<file path="config.mk">
export PLATFORM = sky130hd
export DESIGN_NAME = rism_ctrl
export DESIGN_NICKNAME = d
export VERILOG_FILES = /design/src/rtl/rism_pkg.sv /design/src/rtl/rism_ctrl.sv
export SDC_FILE = /design/constraint.sdc
export NUM_CORES = 1
export LEC_CHECK = 0
export BUFFER_PORTS_ARGS = -buffer_cell sky130_fd_sc_hd__buf_2
export CAP_MARGIN = 20
export CORE_AREA = 2 2 39 41
export CTS_CLUSTER_DIAMETER = 120
export CTS_CLUSTER_SIZE = 25
export DETAILED_ROUTE_END_ITERATION = 10
export DIE_AREA = 0 0 41 43
export GPL_ROUTABILITY_DRIVEN = 0
export PLACE_DENSITY = 0.67
export SETUP_SLACK_MARGIN = 0.5
export SLEW_MARGIN = 20
export SYNTH_ARGS = -nofsm -noshare
export SYNTH_HDL_FRONTEND = slang
export SYNTH_SLANG_ARGS = --single-unit
</file>
<file path="constraint.sdc">
create_clock -name clk -period 2.1 [get_ports clk]
set_input_delay 0.21 -clock clk [delete_from_list [all_inputs] [get_ports clk]]
set_output_delay 0.21 -clock clk [all_outputs]
set_load 0.005 [all_outputs]
</file>
<file path="src/rtl/rism_pkg.sv">
// Shared types and constants for the RPN integer stack machine.
`timescale 1ns / 1ps
`default_nettype none
package rism_pkg;

  localparam int unsigned WORD_W = 32;

  typedef enum logic [1:0] {
    ST_OK    = 2'd0,
    ST_UNDER = 2'd1,
    ST_OVER  = 2'd2,
    ST_BADOP = 2'd3
  } status_t;

  typedef enum logic [3:0] {
    OP_ADD    = 4'd0,
    OP_SUB    = 4'd1,
    OP_MUL    = 4'd2,
    OP_DIV    = 4'd3,
    OP_CHOICE = 4'd4,
    OP_ASSIGN = 4'd5,
    OP_NEG    = 4'd6,
    OP_NOT    = 4'd7,
    OP_AND    = 4'd8,
    OP_OR     = 4'd9,
    OP_POW    = 4'd10
  } opcode_t;

  localparam logic [WORD_W-1:0] INT_MAX = 32'h7FFF_FFFF;

  typedef enum logic [3:0] {
    S_IDLE,
    S_RD_T,
    S_RD_S,
    S_RD_D,
    S_CAP_D,
    S_WAIT,
    S_EXEC,
    S_ITER,
    S_WRITE,
    S_RD_TOP,
    S_TOP,
    S_OUT
  } state_t;

  // Controller to datapath.
  typedef struct packed {
    logic       load_in;    // capture input item
    logic       rd_req;     // issue a RAM read
    logic [1:0] rd_sel;     // 0 top, 1 second, 2 deepest
    logic       cap_t;      // capture read data into operand registers
    logic       cap_s;
    logic       cap_d;
    logic       start;      // start operation
    logic       step;       // one iteration of div or pow
    logic       write;      // write result or push
    logic       cap_top;    // capture top of stack for the report
    logic       out_load;   // load result register
  } ctrl_t;

  // Datapath to controller.
  typedef struct packed {
    logic     is_push;
    logic     bad_op;
    logic     under;
    logic     over;
    logic     iterative;
    logic     iter_done;
    logic     empty;
    logic [1:0] arity;
  } stat_t;

endpackage
`default_nettype wire

</file>
<file path="src/rtl/rism_ctrl.sv">
// Controller state machine sequencing stack reads, execution and write-back.
`timescale 1ns / 1ps
`default_nettype none
module rism_ctrl (
  input  wire logic            clk,
  input  wire logic            rst,
  input  wire logic            in_valid,
  output logic                 in_stall,
  output logic                 out_valid,
  input  wire logic            out_stall,
  input  wire rism_pkg::stat_t stat,
  output rism_pkg::ctrl_t      ctrl
);
  rism_pkg::state_t state, state_next;
  logic out_valid_next;

  always_comb begin
    state_next = state;
    unique case (state)
      rism_pkg::S_IDLE:   if (in_valid && !in_stall) state_next = rism_pkg::S_WAIT;
      rism_pkg::S_WAIT: begin
        if (stat.is_push) state_next = stat.over ? rism_pkg::S_RD_TOP : rism_pkg::S_WRITE;
        else if (stat.bad_op || stat.under) state_next = rism_pkg::S_RD_TOP;
        else state_next = rism_pkg::S_RD_T;
      end
      rism_pkg::S_RD_T:   state_next = rism_pkg::S_RD_S;
      rism_pkg::S_RD_S:   state_next = rism_pkg::S_RD_D;
      rism_pkg::S_RD_D:   state_next = rism_pkg::S_CAP_D;
      rism_pkg::S_CAP_D:  state_next = rism_pkg::S_EXEC;
      rism_pkg::S_EXEC:   state_next = stat.iterative ? rism_pkg::S_ITER : rism_pkg::S_WRITE;
      rism_pkg::S_ITER:   if (stat.iter_done) state_next = rism_pkg::S_WRITE;
      rism_pkg::S_WRITE:  state_next = rism_pkg::S_RD_TOP;
      rism_pkg::S_RD_TOP: state_next = rism_pkg::S_TOP;
      rism_pkg::S_TOP:    state_next = rism_pkg::S_OUT;
      rism_pkg::S_OUT:    state_next = rism_pkg::S_IDLE;
      default:            state_next = rism_pkg::S_IDLE;
    endcase
  end

  always_comb begin
    ctrl = '0;
    in_stall = 1'b1;
    unique case (state)
      rism_pkg::S_IDLE: begin
        in_stall = out_valid && out_stall;
        ctrl.load_in = in_valid && !in_stall;
      end
      rism_pkg::S_RD_T: begin ctrl.rd_req = 1'b1; ctrl.rd_sel = 2'd0; end
      rism_pkg::S_RD_S: begin
        ctrl.rd_req = 1'b1; ctrl.rd_sel = 2'd1; ctrl.cap_t = 1'b1;
      end
      rism_pkg::S_RD_D: begin
        ctrl.rd_req = 1'b1; ctrl.rd_sel = 2'd2; ctrl.cap_s = 1'b1;
      end
      // Deepest operand arrives in the cycle after its read.
      rism_pkg::S_CAP_D:  ctrl.cap_d = 1'b1;
      rism_pkg::S_EXEC:   ctrl.start = 1'b1;
      rism_pkg::S_ITER:   ctrl.step = 1'b1;
      rism_pkg::S_WRITE:  ctrl.write = 1'b1;
      rism_pkg::S_RD_TOP: begin ctrl.rd_req = 1'b1; ctrl.rd_sel = 2'd0; end
      rism_pkg::S_TOP:    ctrl.cap_top = 1'b1;
      rism_pkg::S_OUT:    ctrl.out_load = !(out_valid && out_stall);
      default: ;
    endcase
  end

  always_comb begin
    out_valid_next = out_valid;
    if (out_valid && !out_stall) out_valid_next = 1'b0;
    if (ctrl.out_load) out_valid_next = 1'b1;
  end

  always_ff @(posedge clk) begin
    if (rst) begin
      state     <= rism_pkg::S_IDLE;
      out_valid <= 1'b0;
    end else begin
      state     <= (state == rism_pkg::S_OUT && !ctrl.out_load) ? state : state_next;
      out_valid <= out_valid_next;
    end
  end
endmodule
`default_nettype wire

</file>
== After elaboration in Yosys (flattened, before gate mapping) ==
Index checks and enable logic that the tools add are counted.
Word-level totals
  bits in registers: 5
  output and inout bits: 14
  logic and storage cells: 50
Operators by class
  equality and inequality tests: 13
  muxes and demuxes: 20
  bitwise gates (word level): 1
  reduce and logical (&&, ||, !) cells: 14
Operators with widths (number)
  $pmux W4 S11: 1
  $mux W4: 5
  $eq A4 B3 Y1 const B: 4
  $eq A4 B4 Y1 const B: 4
  $mux W1: 13
  $pmux W3 S3: 1
  $eq A4 B2 Y1 const B: 2
  $logic_and A1 B1 Y1: 5
  $eq A4 B1 Y1 const B: 1
  $logic_not A1 Y1: 4
  $logic_not A4 Y1: 1
  $ne A2 B2 Y1 const B: 2
  $reduce_and A3 Y1: 1
  $reduce_bool A2 Y1: 1
  $reduce_or A2 Y1: 1
  $logic_or A1 B1 Y1: 1
  $not A1 Y1: 1

== Depth between registers and ports, before layout ==
  word-level depth: 7
  mapped depth: 5
  mapped depth without buffers: 4

== Worst setup path after synthesis ==
OpenSTA, ideal clock, no wires.
  path type: register to register
  from: register state[0]
  to: register state[3]
  data arrival time: 1198 ps
  setup slack: 783 ps
  cell stages (with the launch flop): 6
  path buffers: 1
  clock period less this slack: 1317 ps
  cells stage by stage: dfxtp_1 > buf_6 > nor4_4 > a21boi_2 > nor3_2 > o221a_1
On the way
  cells in the longest elaborated chain, start to end: 6
Ends and longest elaborated chain
  start: declaration: line rism_ctrl.sv:14  | rism_pkg::state_t state, state_next;
  start signal: assignment: line rism_ctrl.sv:75  | state <= rism_pkg::S_IDLE;
  start signal: assignment: line rism_ctrl.sv:78  | state <= (state == rism_pkg::S_OUT && !ctrl.out_load) ? state : state_next;
  $logic_not A4 Y1 / $eq A4 B4 Y1 (equally long branches): line rism_ctrl.sv:19, rism_ctrl.sv:43, rism_ctrl.sv:78
  $mux W1: line rism_ctrl.sv:43  | unique case (state)
  $logic_not A1 Y1 (on tied branches): line rism_ctrl.sv:20, rism_ctrl.sv:78
  $logic_and A1 B1 Y1 (on tied branches): line rism_ctrl.sv:20, rism_ctrl.sv:78
  $ne A2 B2 Y1 (no line) / $not A1 Y1 (equally long branches)
  $reduce_and A3 Y1 (no line)
Several ways; a longest one is shown, not always the timed one.
A chain may end at the register's enable or synchronous reset.

==> results.py <==
metrics = {
    "status": {
        "status": "completed",
    },
    "clocking": {
        "cts.reportedPaths.clkPinSlew_ps": 40,
        "cts-root-buf": "clkbuf_4",
        "h-tree-depth": 1,
        "cts_tree": "built",
        "cts_buffer_depth": 2,
        "cts_buffers": 3,
        "worstSkewPairLatency_ps": 240,
        "clock_sinks": 5,
        "ctsHoldBuffers": 0,
    },
    "setup_path": {
        "cp-start-kind": "flip-flop",
        "path_class": "flip-flop to output port",
        "critPathCaptureType": "output port",
        "cp.arrival_ps": 1250,
        "critPathLaunch": "state[0]",
        "cp_max_fo": 19,
        "r2r-start": "state[0]",
        "cp.required_ps": 1890,
    },
    "logic_synthesis": {
        "ys_ff_latch": 5,
        "yosys.area.top_type_share_pct": 20.9,
        "syn_nets": 74,
        "synth_cell_types": 31,
        "synthCells": 61,
        "synth_area_leader_cell": "dfxtp_1",
        "syn_avg_cell_area_um2": 7.86,
        "synth_warnings": 0,
        "yosysSeqAreaShare_pct": 20.9,
        "syn_area_um2": 479,
        "ys_top_cells_by_area": "dfxtp_1 21%, buf_6 4.7%, nor4_4 4.4%, a21oi_1 4.2%, nor3_1 4.2%",
    },
    "final_layout": {
        "diodes": 0,
        "final_util_pct": 43.7,
        "area_delta_synth_final_pct": 26.1,
        "layout_commonest_cell": "buf_2",
        "drive_gt1_share_pct": 46.3,
        "nets": 96,
        "layout_common_cells": "23 x buf_2, 5 x nor2_1, 5 x nand2_1",
    },
    "drt": {
        "drtIter0Drc": 10,
        "vias": 523,
        "drt-total-wl_mm": 1.11,
        "route.detailed.drc": 0,
        "wl_per_cell_um": 11.4,
        "vias_per_cell": 5.34,
        "first_pass_iters": 4,
        "final_antenna_net_count": 0,
    },
    "placement": {
        "io_buffers": 23,
    },
    "die": {
        "dieHeight_um": 43,
        "num_io_pins": 27,
        "core-area_mm2": 0.00138,
        "dieArea_mm2": 0.00176,
        "die_w_um": 41,
        "std_cell_rows": 14,
        "initial_core_util_pct": 34.6,
    },
    "sta": {
        "final.period_utilization_pct": 69.6,
        "rsz0062_at_grt": "no",
        "slew-limit-headroom_pct": 78.1,
        "slew_violations": 0,
        "fin_setup_tns_ps": 0,
        "timing.final.crit_period_ps": 1460,
        "setup-violations-final": 0,
        "hold_viol_final": 0,
        "fmax_mhz": 684,
        "worstMarginPinSlew_ps": 326,
        "fin_worst_skew_ps": 2.40,
        "hold_slack_ps": 172,
    },
    "global_routing": {
        "grtUsageTotal_pct": 13.6,
        "grt_pass1_wl_mm": 1.64,
        "grt_max_degree": 20,
        "grt_pass1_vias": 393,
        "antenna_found_initial": 0,
        "grt_overflow": 0,
    },
    "flow_run": {
        "maxCapViolCount": 0,
    },
    "power_and_ir_drop": {
        "ir_worst_vdd_v": 0.000518,
        "p_per_area_mw_per_mm2": 1230,
        "p_leak_nw": 0.284,
    },
    "worst_hold_path": {
        "min_from": "rst",
        "hold_class": "input port to flip-flop",
    },
}
-- Yosys cell counts --
library cell,n
a2111oi_2,1
dfxtp_1,5
and3_1,1
nor3b_1,2
nand2b_4,1
or3b_1,1
buf_6,2
inv_2,1
nor4_1,1
nand2b_1,2
nor2_1,5
buf_4,1
o221a_1,1
a211oi_2,1
buf_2,2
o21ai_0,3
inv_1,4
a311oi_1,1
nor3_2,2
nand4b_1,2
a21oi_1,4
nand2_1,5
nor4_4,1
a22o_1,1
nor4b_1,1
nor3_1,4
nor2b_1,1
clkbuf_1,1
a21boi_2,1
a31oi_1,2
a211oi_1,1
-- metal layers --
| metal | routed length (um) | GRT usage (%) |
|---|---|---|
| met2 | 480 | 18.1 |
| met4 | 31 | 8.67 |
| met1 | 516 | 17.7 |
| met3 | 84 | 4.71 |
| met5 | 0 | 0 |
-- state kept, by name, indices dropped and copies added (netlist names) --
| name | count |
|---|---|
| state | 4 |
| out_valid | 1 |
-- layout make-up --
class,instances,area [um^2]
inverters,5,18.8
clock buffers,4,26.3
well taps,16,20.0
repair buffers,23,115
multi-input cells,45,317
flip-flops and latches,5,108
fillers,150,779
-- power breakdown --
part	total, mW	internal (mW)	switching, mW
logic	0.345	0.204	0.140
clock network	0.112	0.0719	0.0403
registers	0.284	0.138	0.146
-- kinds of logic after synthesis --
| family | synth area share, % |
|---|---|
| AO/OA/AOI/OAI | 25.6 |
| AND/OR/NAND/NOR | 40.5 |
| flip-flops | 20.9 |
| buffers and inverters | 13.1 |
-- metrics by stage --
step	worst slack, ps	power (mW)	instance area (um^2)	instances
floorplan	783	0.537	479	61
global placement	478	0.609	571	94
detailed placement	453	0.615	571	94
CTS	541	0.736	601	98
global route	508	0.807	604	98
finish	638	0.741	604	98
-- critical path, stage by stage (launching register included) --
cell and delay, ps:
dfxtp_4 410, nor4_4 310, and3_1 180, buf_2 100
-- path summary, 6_finish.rpt --
kind / endpoint / slack (ps) / cells after the start
hold reg to reg: out_valid / 620 / 2
setup reg to reg: state[3] / 710 / 4
hold / removal: out_valid / 170 / 2
setup / recovery: ctrl[11] / 640 / 3
-- timing repair --
item / in CTS / in global routing
setup buffers: 0 / 0
endpoints found under the setup margin: 10 / 8
gates resized for setup: 3 / 2
Note: power is estimated with default switching activity, not from simulation.
